--- config.mk ---
export PLATFORM = sky130hd
export DESIGN_NAME = positional_pid_controller
export DESIGN_NICKNAME = d
export VERILOG_FILES = /design/src/sv/ppid_pkg.sv /design/src/sv/ppid_err.sv /design/src/sv/ppid_mul.sv /design/src/sv/ppid_out.sv /design/src/sv/positional_pid_controller.sv
export SDC_FILE = /design/constraint.sdc
export NUM_CORES = 2
export LEC_CHECK = 0
export BUFFER_PORTS_ARGS = -buffer_cell sky130_fd_sc_hd__buf_2
export CORE_UTILIZATION = 35
export CTS_BUF_LIST = sky130_fd_sc_hd__clkbuf_4 sky130_fd_sc_hd__clkbuf_8
export DETAILED_ROUTE_END_ITERATION = 16
export SLEW_MARGIN = 0
export SYNTH_ARGS = -nofsm -noshare
export SYNTH_HDL_FRONTEND = slang
export SYNTH_HIERARCHICAL = 1
export SYNTH_SLANG_ARGS = --single-unit
--- constraint.sdc ---
create_clock -name clk -period 14.6 [get_ports clk]
set_input_delay 2.19 -clock clk [delete_from_list [all_inputs] [get_ports clk]]
set_output_delay 2.19 -clock clk [all_outputs]
set_load 0.01 [all_outputs]
--- src/sv/ppid_pkg.sv ---
package ppid_pkg;

  localparam int DATA_WIDTH = 16;
  localparam int FRAC_BITS  = 8;
  localparam int SUM_WIDTH  = 32;

  localparam int GAIN_W  = 16;
  localparam int BOUND_W = 31;
  localparam int THR_W   = 16;
  localparam int ERR_W   = DATA_WIDTH + 1;
  localparam int DIFF_W  = DATA_WIDTH + 2;
  localparam int P_W     = GAIN_W + ERR_W;
  localparam int I_W     = GAIN_W + SUM_WIDTH;
  localparam int D_W     = GAIN_W + DIFF_W;
  localparam int ACC_W   = I_W + 2;

  localparam int CFG_W     = 31;
  localparam int CFG_IDX_W = 3;

  localparam logic [CFG_IDX_W-1:0] REG_GAIN_P     = 3'd0;
  localparam logic [CFG_IDX_W-1:0] REG_GAIN_I     = 3'd1;
  localparam logic [CFG_IDX_W-1:0] REG_GAIN_D     = 3'd2;
  localparam logic [CFG_IDX_W-1:0] REG_INT_BOUND  = 3'd3;
  localparam logic [CFG_IDX_W-1:0] REG_OUT_FLOOR  = 3'd4;
  localparam logic [CFG_IDX_W-1:0] REG_OUT_CEIL   = 3'd5;
  localparam logic [CFG_IDX_W-1:0] REG_SEP_ENABLE = 3'd6;
  localparam logic [CFG_IDX_W-1:0] REG_SEP_THRESH = 3'd7;

  typedef struct packed {
    logic signed [GAIN_W-1:0]     gain_p;
    logic signed [GAIN_W-1:0]     gain_i;
    logic signed [GAIN_W-1:0]     gain_d;
    logic        [BOUND_W-1:0]    integral_bound;
    logic signed [DATA_WIDTH-1:0] output_floor;
    logic signed [DATA_WIDTH-1:0] output_ceiling;
    logic                         sep_enable;
    logic        [THR_W-1:0]      sep_threshold;
  } cfg_t;

endpackage

--- src/sv/ppid_err.sv ---
module ppid_err (
  input  logic                                    clk,
  input  logic                                    rst,
  input  ppid_pkg::cfg_t                          cfg,
  input  logic                                    in_valid,
  output logic                                    in_ready,
  input  logic signed [ppid_pkg::DATA_WIDTH-1:0]  setpoint,
  input  logic signed [ppid_pkg::DATA_WIDTH-1:0]  measured,
  output logic                                    out_valid,
  input  logic                                    out_ready,
  output logic signed [ppid_pkg::ERR_W-1:0]       err,
  output logic signed [ppid_pkg::DIFF_W-1:0]      diff,
  output logic signed [ppid_pkg::SUM_WIDTH-1:0]   sum,
  output logic                                    int_on
);

  localparam int SW = ppid_pkg::SUM_WIDTH;
  localparam int EW = ppid_pkg::ERR_W;
  localparam int DW = ppid_pkg::DIFF_W;

  logic signed [SW-1:0] error_sum;
  logic signed [EW-1:0] previous_error;

  logic signed [EW-1:0] err_c;
  logic        [EW-1:0] mag_c;
  logic                 add_ok;
  logic                 int_on_c;
  logic signed [SW:0]   err_add;
  logic signed [SW:0]   s_raw;
  logic signed [SW:0]   s_clamp;
  logic signed [SW:0]   bnd_pos;
  logic signed [SW:0]   bnd_neg;
  logic signed [SW-1:0] sum_next;
  logic signed [DW-1:0] diff_c;
  logic                 load;

  assign in_ready = !out_valid || out_ready;
  assign load     = in_valid && in_ready;

  always_comb begin
    err_c    = {setpoint[ppid_pkg::DATA_WIDTH-1], setpoint}
             - {measured[ppid_pkg::DATA_WIDTH-1], measured};
    mag_c    = err_c[EW-1] ? (~err_c + 1'b1) : err_c;
    add_ok   = !cfg.sep_enable
             || (mag_c <= {{(EW-ppid_pkg::THR_W){1'b0}}, cfg.sep_threshold});
    // integration only for a strictly positive gain
    int_on_c = !cfg.gain_i[ppid_pkg::GAIN_W-1] && (cfg.gain_i != '0);
    err_add  = add_ok ? {{(SW+1-EW){err_c[EW-1]}}, err_c} : '0;
    s_raw    = {error_sum[SW-1], error_sum} + err_add;
    bnd_pos  = {{(SW+1-ppid_pkg::BOUND_W){1'b0}}, cfg.integral_bound};
    bnd_neg  = -bnd_pos;
    s_clamp  = s_raw;
    if (s_clamp > bnd_pos) begin
      s_clamp = bnd_pos;
    end
    if (s_clamp < bnd_neg) begin
      s_clamp = bnd_neg;
    end
    sum_next = int_on_c ? s_clamp[SW-1:0] : error_sum;
    diff_c   = {err_c[EW-1], err_c}
             - {previous_error[EW-1], previous_error};
  end

  always_ff @(posedge clk) begin
    if (rst) begin
      out_valid      <= 1'b0;
      error_sum      <= '0;
      previous_error <= '0;
    end else begin
      if (load) begin
        error_sum      <= sum_next;
        previous_error <= err_c;
        out_valid      <= 1'b1;
      end else if (out_ready) begin
        out_valid <= 1'b0;
      end
    end
  end

  always_ff @(posedge clk) begin
    if (load) begin
      err    <= err_c;
      diff   <= diff_c;
      sum    <= sum_next;
      int_on <= int_on_c;
    end
  end

endmodule

--- src/sv/ppid_mul.sv ---
module ppid_mul (
  input  logic                                   clk,
  input  logic                                   rst,
  input  ppid_pkg::cfg_t                         cfg,
  input  logic                                   in_valid,
  output logic                                   in_ready,
  input  logic signed [ppid_pkg::ERR_W-1:0]      err,
  input  logic signed [ppid_pkg::DIFF_W-1:0]     diff,
  input  logic signed [ppid_pkg::SUM_WIDTH-1:0]  sum,
  input  logic                                   int_on,
  output logic                                   out_valid,
  input  logic                                   out_ready,
  output logic signed [ppid_pkg::P_W-1:0]        prod_p,
  output logic signed [ppid_pkg::I_W-1:0]        prod_i,
  output logic signed [ppid_pkg::D_W-1:0]        prod_d
);

  localparam int GW = ppid_pkg::GAIN_W;
  localparam int PW = ppid_pkg::P_W;
  localparam int IW = ppid_pkg::I_W;
  localparam int DW = ppid_pkg::D_W;
  localparam int EW = ppid_pkg::ERR_W;
  localparam int SW = ppid_pkg::SUM_WIDTH;
  localparam int FW = ppid_pkg::DIFF_W;

  logic signed [PW-1:0] gp_x, e_x, p_c;
  logic signed [IW-1:0] gi_x, s_x, i_c;
  logic signed [DW-1:0] gd_x, d_x, d_c;
  logic                 load;

  assign in_ready = !out_valid || out_ready;
  assign load     = in_valid && in_ready;

  always_comb begin
    gp_x = {{(PW-GW){cfg.gain_p[GW-1]}}, cfg.gain_p};
    e_x  = {{(PW-EW){err[EW-1]}}, err};
    gi_x = {{(IW-GW){cfg.gain_i[GW-1]}}, cfg.gain_i};
    s_x  = {{(IW-SW){sum[SW-1]}}, sum};
    gd_x = {{(DW-GW){cfg.gain_d[GW-1]}}, cfg.gain_d};
    d_x  = {{(DW-FW){diff[FW-1]}}, diff};
    p_c  = gp_x * e_x;
    i_c  = gi_x * s_x;
    d_c  = gd_x * d_x;
  end

  always_ff @(posedge clk) begin
    if (rst) begin
      out_valid <= 1'b0;
    end else if (load) begin
      out_valid <= 1'b1;
    end else if (out_ready) begin
      out_valid <= 1'b0;
    end
  end

  always_ff @(posedge clk) begin
    if (load) begin
      prod_p <= p_c;
      prod_i <= int_on ? i_c : '0;
      prod_d <= d_c;
    end
  end

endmodule

--- src/sv/ppid_out.sv ---
module ppid_out (
  input  logic                                   clk,
  input  logic                                   rst,
  input  ppid_pkg::cfg_t                         cfg,
  input  logic                                   in_valid,
  output logic                                   in_ready,
  input  logic signed [ppid_pkg::P_W-1:0]        prod_p,
  input  logic signed [ppid_pkg::I_W-1:0]        prod_i,
  input  logic signed [ppid_pkg::D_W-1:0]        prod_d,
  output logic                                   out_valid,
  input  logic                                   out_ready,
  output logic signed [ppid_pkg::DATA_WIDTH-1:0] drive
);

  localparam int AW = ppid_pkg::ACC_W;
  localparam int PW = ppid_pkg::P_W;
  localparam int IW = ppid_pkg::I_W;
  localparam int DW = ppid_pkg::D_W;
  localparam int OW = ppid_pkg::DATA_WIDTH;

  logic signed [AW-1:0] acc, shd, ceil_x, floor_x, y;
  logic                 load;

  assign in_ready = !out_valid || out_ready;
  assign load     = in_valid && in_ready;

  always_comb begin
    acc = {{(AW-PW){prod_p[PW-1]}}, prod_p}
        + {{(AW-IW){prod_i[IW-1]}}, prod_i}
        + {{(AW-DW){prod_d[DW-1]}}, prod_d};
    // arithmetic shift, rounds toward minus infinity
    shd     = acc >>> ppid_pkg::FRAC_BITS;
    ceil_x  = {{(AW-OW){cfg.output_ceiling[OW-1]}}, cfg.output_ceiling};
    floor_x = {{(AW-OW){cfg.output_floor[OW-1]}}, cfg.output_floor};
    y       = shd;
    if (y > ceil_x) begin
      y = ceil_x;
    end
    // floor last so it wins when the limits cross
    if (y < floor_x) begin
      y = floor_x;
    end
  end

  always_ff @(posedge clk) begin
    if (rst) begin
      out_valid <= 1'b0;
    end else if (load) begin
      out_valid <= 1'b1;
    end else if (out_ready) begin
      out_valid <= 1'b0;
    end
  end

  always_ff @(posedge clk) begin
    if (load) begin
      drive <= y[OW-1:0];
    end
  end

endmodule

--- src/sv/positional_pid_controller.sv ---
// positional pid controller, one sample per request
//
// input channel: in_valid/in_ready carry setpoint and measured (signed).
// output channel: out_valid/out_ready carry drive, the clamped output
// p*e + i*sum + d*(e - e_prev), gains in q8.8, arithmetic shift right by 8.
// config port: cfg_wen writes cfg_data into register cfg_index in the same
// edge; write only while no request is in flight.
//
// pipeline: input register, error/integral stage, multiplier stage, sum and
// clamp stage feeding the output register. throughput is one request per
// cycle while the receiver does not stall; the integral update is a
// combinational add and clamp on the registered error_sum loop.
//
// each stage holds its data while the next one is full, so a stalled
// receiver backs the pipeline up; in_ready drops only once all four stages
// hold data. nothing is lost or repeated.
//
// reset clears the integral, the previous error, all stage valid bits and
// sets the registers to their defaults (gains 0, full output range).
module positional_pid_controller (
  input  logic                                   clk,
  input  logic                                   rst,
  input  logic                                   cfg_wen,
  input  logic [ppid_pkg::CFG_IDX_W-1:0]         cfg_index,
  input  logic [ppid_pkg::CFG_W-1:0]             cfg_data,
  input  logic                                   in_valid,
  output logic                                   in_ready,
  input  logic signed [ppid_pkg::DATA_WIDTH-1:0] setpoint,
  input  logic signed [ppid_pkg::DATA_WIDTH-1:0] measured,
  output logic                                   out_valid,
  input  logic                                   out_ready,
  output logic signed [ppid_pkg::DATA_WIDTH-1:0] drive
);

  localparam int OW = ppid_pkg::DATA_WIDTH;

  ppid_pkg::cfg_t cfg;

  // input register
  logic                 in_v;
  logic signed [OW-1:0] sp_q;
  logic signed [OW-1:0] ms_q;

  // stage links
  logic                                  err_in_ready;
  logic                                  err_valid, mul_in_ready;
  logic signed [ppid_pkg::ERR_W-1:0]     err;
  logic signed [ppid_pkg::DIFF_W-1:0]    diff;
  logic signed [ppid_pkg::SUM_WIDTH-1:0] sum;
  logic                                  int_on;
  logic                                  mul_valid, out_in_ready;
  logic signed [ppid_pkg::P_W-1:0]       prod_p;
  logic signed [ppid_pkg::I_W-1:0]       prod_i;
  logic signed [ppid_pkg::D_W-1:0]       prod_d;

  // register file, fields are truncated to their widths
  always_ff @(posedge clk) begin
    if (rst) begin
      cfg.gain_p         <= '0;
      cfg.gain_i         <= '0;
      cfg.gain_d         <= '0;
      cfg.integral_bound <= '0;
      cfg.output_floor   <= {1'b1, {(OW-1){1'b0}}};
      cfg.output_ceiling <= {1'b0, {(OW-1){1'b1}}};
      cfg.sep_enable     <= 1'b0;
      cfg.sep_threshold  <= '0;
    end else if (cfg_wen) begin
      case (cfg_index)
        ppid_pkg::REG_GAIN_P:     cfg.gain_p         <= cfg_data[ppid_pkg::GAIN_W-1:0];
        ppid_pkg::REG_GAIN_I:     cfg.gain_i         <= cfg_data[ppid_pkg::GAIN_W-1:0];
        ppid_pkg::REG_GAIN_D:     cfg.gain_d         <= cfg_data[ppid_pkg::GAIN_W-1:0];
        ppid_pkg::REG_INT_BOUND:  cfg.integral_bound <= cfg_data[ppid_pkg::BOUND_W-1:0];
        ppid_pkg::REG_OUT_FLOOR:  cfg.output_floor   <= cfg_data[OW-1:0];
        ppid_pkg::REG_OUT_CEIL:   cfg.output_ceiling <= cfg_data[OW-1:0];
        ppid_pkg::REG_SEP_ENABLE: cfg.sep_enable     <= cfg_data[0];
        ppid_pkg::REG_SEP_THRESH: cfg.sep_threshold  <= cfg_data[ppid_pkg::THR_W-1:0];
        default: begin
        end
      endcase
    end
  end

  // input register takes a request whenever the error stage can drain it
  assign in_ready = !in_v || err_in_ready;

  always_ff @(posedge clk) begin
    if (rst) begin
      in_v <= 1'b0;
    end else if (in_valid && in_ready) begin
      in_v <= 1'b1;
    end else if (err_in_ready) begin
      in_v <= 1'b0;
    end
  end

  always_ff @(posedge clk) begin
    if (in_valid && in_ready) begin
      sp_q <= setpoint;
      ms_q <= measured;
    end
  end

  // error, derivative difference and integral update
  ppid_err u_err (
    .clk       (clk),
    .rst       (rst),
    .cfg       (cfg),
    .in_valid  (in_v),
    .in_ready  (err_in_ready),
    .setpoint  (sp_q),
    .measured  (ms_q),
    .out_valid (err_valid),
    .out_ready (mul_in_ready),
    .err       (err),
    .diff      (diff),
    .sum       (sum),
    .int_on    (int_on)
  );

  // the three gain products
  ppid_mul u_mul (
    .clk       (clk),
    .rst       (rst),
    .cfg       (cfg),
    .in_valid  (err_valid),
    .in_ready  (mul_in_ready),
    .err       (err),
    .diff      (diff),
    .sum       (sum),
    .int_on    (int_on),
    .out_valid (mul_valid),
    .out_ready (out_in_ready),
    .prod_p    (prod_p),
    .prod_i    (prod_i),
    .prod_d    (prod_d)
  );

  // sum, scale, clamp, output register
  ppid_out u_out (
    .clk       (clk),
    .rst       (rst),
    .cfg       (cfg),
    .in_valid  (mul_valid),
    .in_ready  (out_in_ready),
    .prod_p    (prod_p),
    .prod_i    (prod_i),
    .prod_d    (prod_d),
    .out_valid (out_valid),
    .out_ready (out_ready),
    .drive     (drive)
  );

endmodule

Word level (Yosys, flattened, before mapping)

Index checks and enable logic that the tools add are counted.

Flip-flop bits (word level): 412
Bits in latches: 0
Bits in writable memories: 0
Bits in read-only memories: 0
Logic and storage cells: 92
Memories: 0

Add/sub/neg operators: 7
$mul: 3
Divide/modulo/power cells: 0
Magnitude comparators: 5
Equal/unequal tests: 7
Shift-type cells: 0
Mux-type cells: 15
Bitwise gates (word level): 1
Reduce and logical (&&, ||, !) cells: 30

Operator list:

| kind                                                             | count |
|---|---|
| 33-bit two-way mux                                               | 2 |
| 32-bit two-way mux                                               | 2 |
| 49-bit by 34-bit adder with 50-bit output                        | 1 |
| 50-bit by 16-bit less-than comparator with 1-bit output          | 1 |
| 50-bit two-way mux                                               | 1 |
| 33-bit by 48-bit adder with 49-bit output                        | 1 |
| 16-bit by 32-bit multiplier with 48-bit output                   | 1 |
| 42-bit by 16-bit > comparator with 1-bit output                  | 1 |
| 16-bit by 18-bit multiplier with 34-bit output                   | 1 |
| 33-bit adder                                                     | 1 |
| 33-bit by 32-bit > comparator with 1-bit output                  | 1 |
| 33-bit less-than comparator                                      | 1 |
| 16-bit by 17-bit multiplier with 33-bit output                   | 1 |
| 31-bit negation with 33-bit output                               | 1 |
| 17-bit by 17-bit subtractor with 18-bit output                   | 1 |
| 17-bit by 1-bit adder with 17-bit output (second input constant) | 1 |
| 17-bit by 16-bit less-or-equal comparator with 1-bit output      | 1 |
| 17-bit two-way mux                                               | 1 |
| 17-bit inverter                                                  | 1 |
| 16-bit by 16-bit subtractor with 17-bit output                   | 1 |
| 16-bit two-way mux                                               | 1 |
| 2-bit AND reduction                                              | 8 |
| 16-bit nonzero test                                              | 1 |
| 3-bit == test (second input constant)                            | 4 |
| other kinds (8)                                                  | 32 |

Depth between registers and ports, before layout

Depth after elaboration: 13
Mapped depth: 58

Modules after synthesis

The synthesis kept the hierarchy.

By module, submodules not included:

| module                    | instances | cells each | area an instance (um^2) |
|---|---|---|---|
| ppid_mul                  | 1         | 4593       | 42759.8 |
| ppid_err                  | 1         | 1379       | 11364.6 |
| ppid_out                  | 1         | 713        | 6392.4 |
| positional_pid_controller | 1         | 516        | 6174.7 |

Least setup slack after synthesis

No wires, ideal clock.

Kind: reg-to-reg
Start point: register ms_q[0]
End point: register u_err/sum[5] (netlist bit) (data pin)
Library setup time: 0.264 ns
Arrival: 11.447 ns
Data required time: 14.336 ns
Path slack: 2.889 ns
Cell stages (with the launch flop): 54
Clock period less this slack: 11.711 ns
Cell sequence: edfxtp_1 ha_1 fa_1 nor2b_1 o2111ai_1 nand3b_1 xor2_1 or2_2 nor3_1 nor3b_1 nor2_1 xnor2_1 ha_1 a21o_1 a21oi_1 nor2b_1 o21ai_0 nand2_1 [... 18 more ...] a31oi_1 a221oi_4 nor2_4 buf_2 buf_2 mux2_2 ha_1 a211oi_1 nor2_1 a2111oi_0 o31ai_1 o31ai_1 a21oi_1 a21bo_1 buf_6 mux2_4 a221oi_4 o21ai_1

Word-level cells in the longest chain between the ends: 13

RTL lines:

| element                                                     | RTL line                        | source |
|---|---|---|
| start, declared                                             | positional_pid_controller.sv:42 | `logic signed [OW-1:0] ms_q;` |
| start signal, assigned                                      | positional_pid_controller.sv:99 | `ms_q <= measured;` |
| 16-bit by 16-bit subtractor with 17-bit output *            | ppid_err.sv:42                  | `- {measured[ppid_pkg::DATA_WIDTH-1], measured};` |
| via u_err.err_c[6]                                          | ppid_err.sv:24                  | `logic signed [EW-1:0] err_c;` |
| 17-bit inverter                                             | ppid_err.sv:43                  | `mag_c = err_c[EW-1] ? (~err_c + 1'b1) : err_c;` |
| 17-bit by 1-bit adder with 17-bit output                    | ppid_err.sv:43                  |  |
| 17-bit two-way mux                                          | ppid_err.sv:43                  |  |
| 17-bit by 16-bit less-or-equal comparator with 1-bit output | ppid_err.sv:45                  | `\|\| (mag_c <= {{(EW-ppid_pkg::THR_W){1'b0}}, cfg.sep_threshold});` |
| 1-bit logical OR                                            | ppid_err.sv:45                  |  |
| 33-bit two-way mux *                                        | ppid_err.sv:48                  | `err_add = add_ok ? {{(SW+1-EW){err_c[EW-1]}}, err_c} : '0;` |
| 33-bit adder *                                              | ppid_err.sv:49                  | `s_raw = {error_sum[SW-1], error_sum} + err_add;` |
| 33-bit by 32-bit > comparator with 1-bit output             | ppid_err.sv:53                  | `if (s_clamp > bnd_pos) begin` |
| 33-bit two-way mux *                                        | ppid_err.sv:53                  |  |
| 33-bit less-than comparator                                 | ppid_err.sv:56                  | `if (s_clamp < bnd_neg) begin` |
| 32-bit two-way mux *                                        | ppid_err.sv:56                  |  |
| 32-bit two-way mux *                                        | ppid_err.sv:59                  | `sum_next = int_on_c ? s_clamp[SW-1:0] : error_sum;` |
| via u_err.sum_next[5]                                       | ppid_err.sv:33                  | `logic signed [SW-1:0] sum_next;` |
| end signal, assigned                                        | ppid_err.sv:84                  | `sum <= sum_next;` |
| end, declared                                               | ppid_err.sv:13                  | `output logic signed [ppid_pkg::SUM_WIDTH-1:0] sum,` |

The timed path passes the listed nets; every way through them passes the cells marked *.
A chain may end at the register's enable or synchronous reset.

Worst setup path after layout

Start point: register ms_q[0]
End point: register u_err/sum[19] (netlist bit) (data pin)

Same word-level chain as after synthesis.

==> metrics.txt <==
status=finished, final reports clean; top cells by area, synth=fa_1, ha_1, edfxtp_1, inv_1, dfxtp_1; Final Hold Fails=0; CTS resizes=0; Setup crit start kind=flop; sequential power share=between 20% and 30%; RSZ-0062 raised after global routing=no; cell count of the worst hold path=2; fmax=between 70 and 80 MHz; CP Data Arrival Time=roughly 14000 ps; Post-DP HPWL=between 150000 and 200000 um; antenna violations before repair=17; Die Y=roughly 440 um; syn_nets=about 8900; # hold bufs at CTS=0; Vias/cell=a little over 5; synth warn=6; drt drc=0; First DRT Iteration DRCs=between 3000 and 4000; CORE AREA=~190000 um^2; H-tree Lvls=3; Rows=roughly 160; Num CTS Buffers=between 70 and 80; Die X=around 440 um; Post-DRT Antenna Nets=0; Die Area=slightly below 200000 um^2; Vias=roughly 50000; crit-path max FO=30; Initial Utilization=a little over a third; Clk Latency, worst-skew pair=roughly 780 ps; Port Buf Inserts=between 80 and 90; design area=a little over 70000 um^2; Yosys top cell area share=33.1%; clk buf depth=3; Switching Share=between 40% and 50%; DR WL/cell=20.1 um; Crit-path slowest cell=nor4_1; ys flop type=edfxtp_1; Synth area leader=fa_1; Comb power frac=~51%; power density over the cells=between 70 and 80 nW/um^2; gate count after technology mapping=~7200; Worst Hold Path EP=u_err/previous_error[9]; skew final=49.2 ps; Placed Instance Area=69700 um^2; Worst-path clk slew=70 ps; crit end category=flop; final worst slack=between 1000 and 1500 ps; number of flops mapped to enable cells by yosys=231; CTS Root Cell=clkbuf_8; most frequent cells in the layout=inv_1, fa_1, nand2_1, ha_1, and2_1; TritonCTS Sinks=~410; sequential area share after synthesis=between 10% and 20%; max cap viols=0; Data required, critical path=between 15000 and 20000 ps; number of global-route vias before repair=slightly above 50000; Async SR Flop Fraction=0%; routed wire length=slightly below 200000 um; HP Start=u_err/previous_error[9]; Synth Area in Adders=a little over two fifths; multiplexer area fraction after synthesis=3.39%; setup bufs post-CTS=0; CP peak stage delay=~580 ps; crit path kind=flop to flop; Synth Area in Simple Gates=~16%; Max IR drop VDD=between 0.07 and 0.08 mV; static leakage=0.0340 uW; Final Wtd Congestion=between 0.9 and 1; total track usage=between 20 and 25%; final setup fails=0; #FFs+latches synth=a little over 400; Synth cell types=around 110; share of cells above drive strength 1=just over 6%; CTS tree=built; syn_area_per_cell=~9.3 um^2; worst min path class=flop to flop; first-pass GRT wire length=a little over 300000 um; most common cell after layout, fill and taps aside=inv_1; Reg2Reg Setup Slack=1060 ps; Final period util=92.7%; drt first pass iters=5; reg2reg start=ms_q[0]; Area growth, synth to finish=7.06%; Psw=2540 uW; Hold Slack=around 460 ps; relative slew slack=between 10% and 20%; Final nets=slightly below 9000; post-synthesis compound-gate area fraction=around 8.7%; Tmin final=13540 ps; Slew Viols, Final=0; worst slew pin tran=between 1000 and 1500 ps; share of power burned in the clock network=21.8%; R2R cell count=52; main combinational cell family by area after synthesis=adder cells; largest net degree at the start of global routing=between 150 and 200; I/O pins=89; post-place setup slack=about 1200 ps; P_int=around 3200 uW; Synth Area in XOR/XNOR=3.27%; synthesized area=about 67000 um^2; Core Util, Final=between 30 and 40%; Post-Route Setup TNS=0 ps; Remaining Overflow, GRT=0; Reg-to-Reg End=u_err/sum[19]
## registers in the layout, summed over array words and instances (netlist names), 16 cells and up
register,flops
cfg,128
u_mul/prod_i,48
u_mul/prod_d,34
u_mul/prod_p,33
u_err/error_sum,32
u_err/sum,32
u_err/diff,18
u_err/err,17
u_err/previous_error,17
ms_q,16
sp_q,16
u_out/drive,16
## cells in the mapped netlist, types with 15 or more instances
cell type / number
dfxtp_1: 181
nand3_1: 64
ha_1: 561
o21a_1: 35
a211oi_1: 51
a21o_1: 130
and2_1: 430
o31ai_1: 33
o21ai_0: 138
mux2_4: 24
nor3_1: 57
o211ai_1: 20
a21oi_1: 261
and3_1: 24
o21bai_1: 30
edfxtp_1: 231
o21ai_1: 19
fa_1: 1102
clkbuf_1: 250
a31oi_1: 18
mux2_2: 46
inv_1: 1405
buf_2: 17
xor2_1: 67
nand2_1: 817
nand2b_1: 203
mux2i_1: 137
nor2_1: 329
nor4_1: 15
xnor2_1: 182
nand4_1: 55
nor2b_1: 22
## cell families after synthesis
kind of cell / Yosys count
compound gates: 874
xor+xnor: 249
fa+ha+maj: 1663
buf+inv: 1690
flops: 412
mux: 208
simple gates: 2105
## power by group through the flow
stage | Combinational (uW) | Sequential (uW) | Clock, uW
floorplan | 2110 | 1420 | 0
global placement | 2820 | 1570 | 0
detailed placement | 2870 | 1570 | 0
CTS | 2890 | 1550 | 1270
global route | 3220 | 1560 | 1320
finish | 2910 | 1550 | 1240
## how the worst max path moves through the flow
stage                       start  cells after the start                   to
final                     ms_q[0]                     52        u_err/sum[19]
after global routing      sp_q[0]                     54        u_err/sum[15]
after CTS                 ms_q[0]                     53        u_err/sum[15]
after detailed placement  ms_q[0]                     53  u_err/error_sum[19]
after global placement    sp_q[0]                     54        u_err/sum[22]
after floorplan           ms_q[0]                     53         u_err/sum[5]
## metal layers
| metal | GRT usage (%) | wire length, um | share of wire [%] | vias up |
|---|---|---|---|---|
| met4 | 5.50 | 5020 | 2.6 | 0 |
| met5 | 0 | 0 | 0 | - |
| met3 | 3.16 | 12600 | 6.5 | 293 |
| met1 | 28.5 | 89300 | 46 | 25100 |
| met2 | 32.7 | 88400 | 45 | 1611 |
| li1 | - | - | - | 22600 |
## area by class of cell
| class | count | area, um^2 |
|---|---|---|
| Inverter | 1410 | 5290 |
| Multi-Input combinational cell | 5099 | 49700 |
| Clock inverter | 35 | 358 |
| Clock buffer | 102 | 1300 |
| Fill cell | 19100 | 117000 |
| Tap cell | 2495 | 3120 |
| Timing Repair Buffer | 164 | 1040 |
| Antenna cell | 9 | 22.5 |
| Sequential cell | 412 | 10600 |
## through the flow
step           power (uW)  std cells
6_report             5700       9726
5_1_grt              6090       9724
4_1_cts              5700       9717
3_5_place_dp         4440       9580
3_3_place_gp         4390       9580
2_1_floorplan        3530       7201
## critical path, delay by kind of cell (launching register included)
kind | cells | cell delay, ps
AOI/OAI and AO/OA | 28 | 6460
and+or+nand+nor | 10 | 2450
adders and majority gates | 6 | 1850
buffers and inverters | 5 | 1380
xor gates and xnor gates | 2 | 420
muxes | 1 | 400
DFF | 1 | 370
Note: power is estimated with default switching activity, not from simulation.
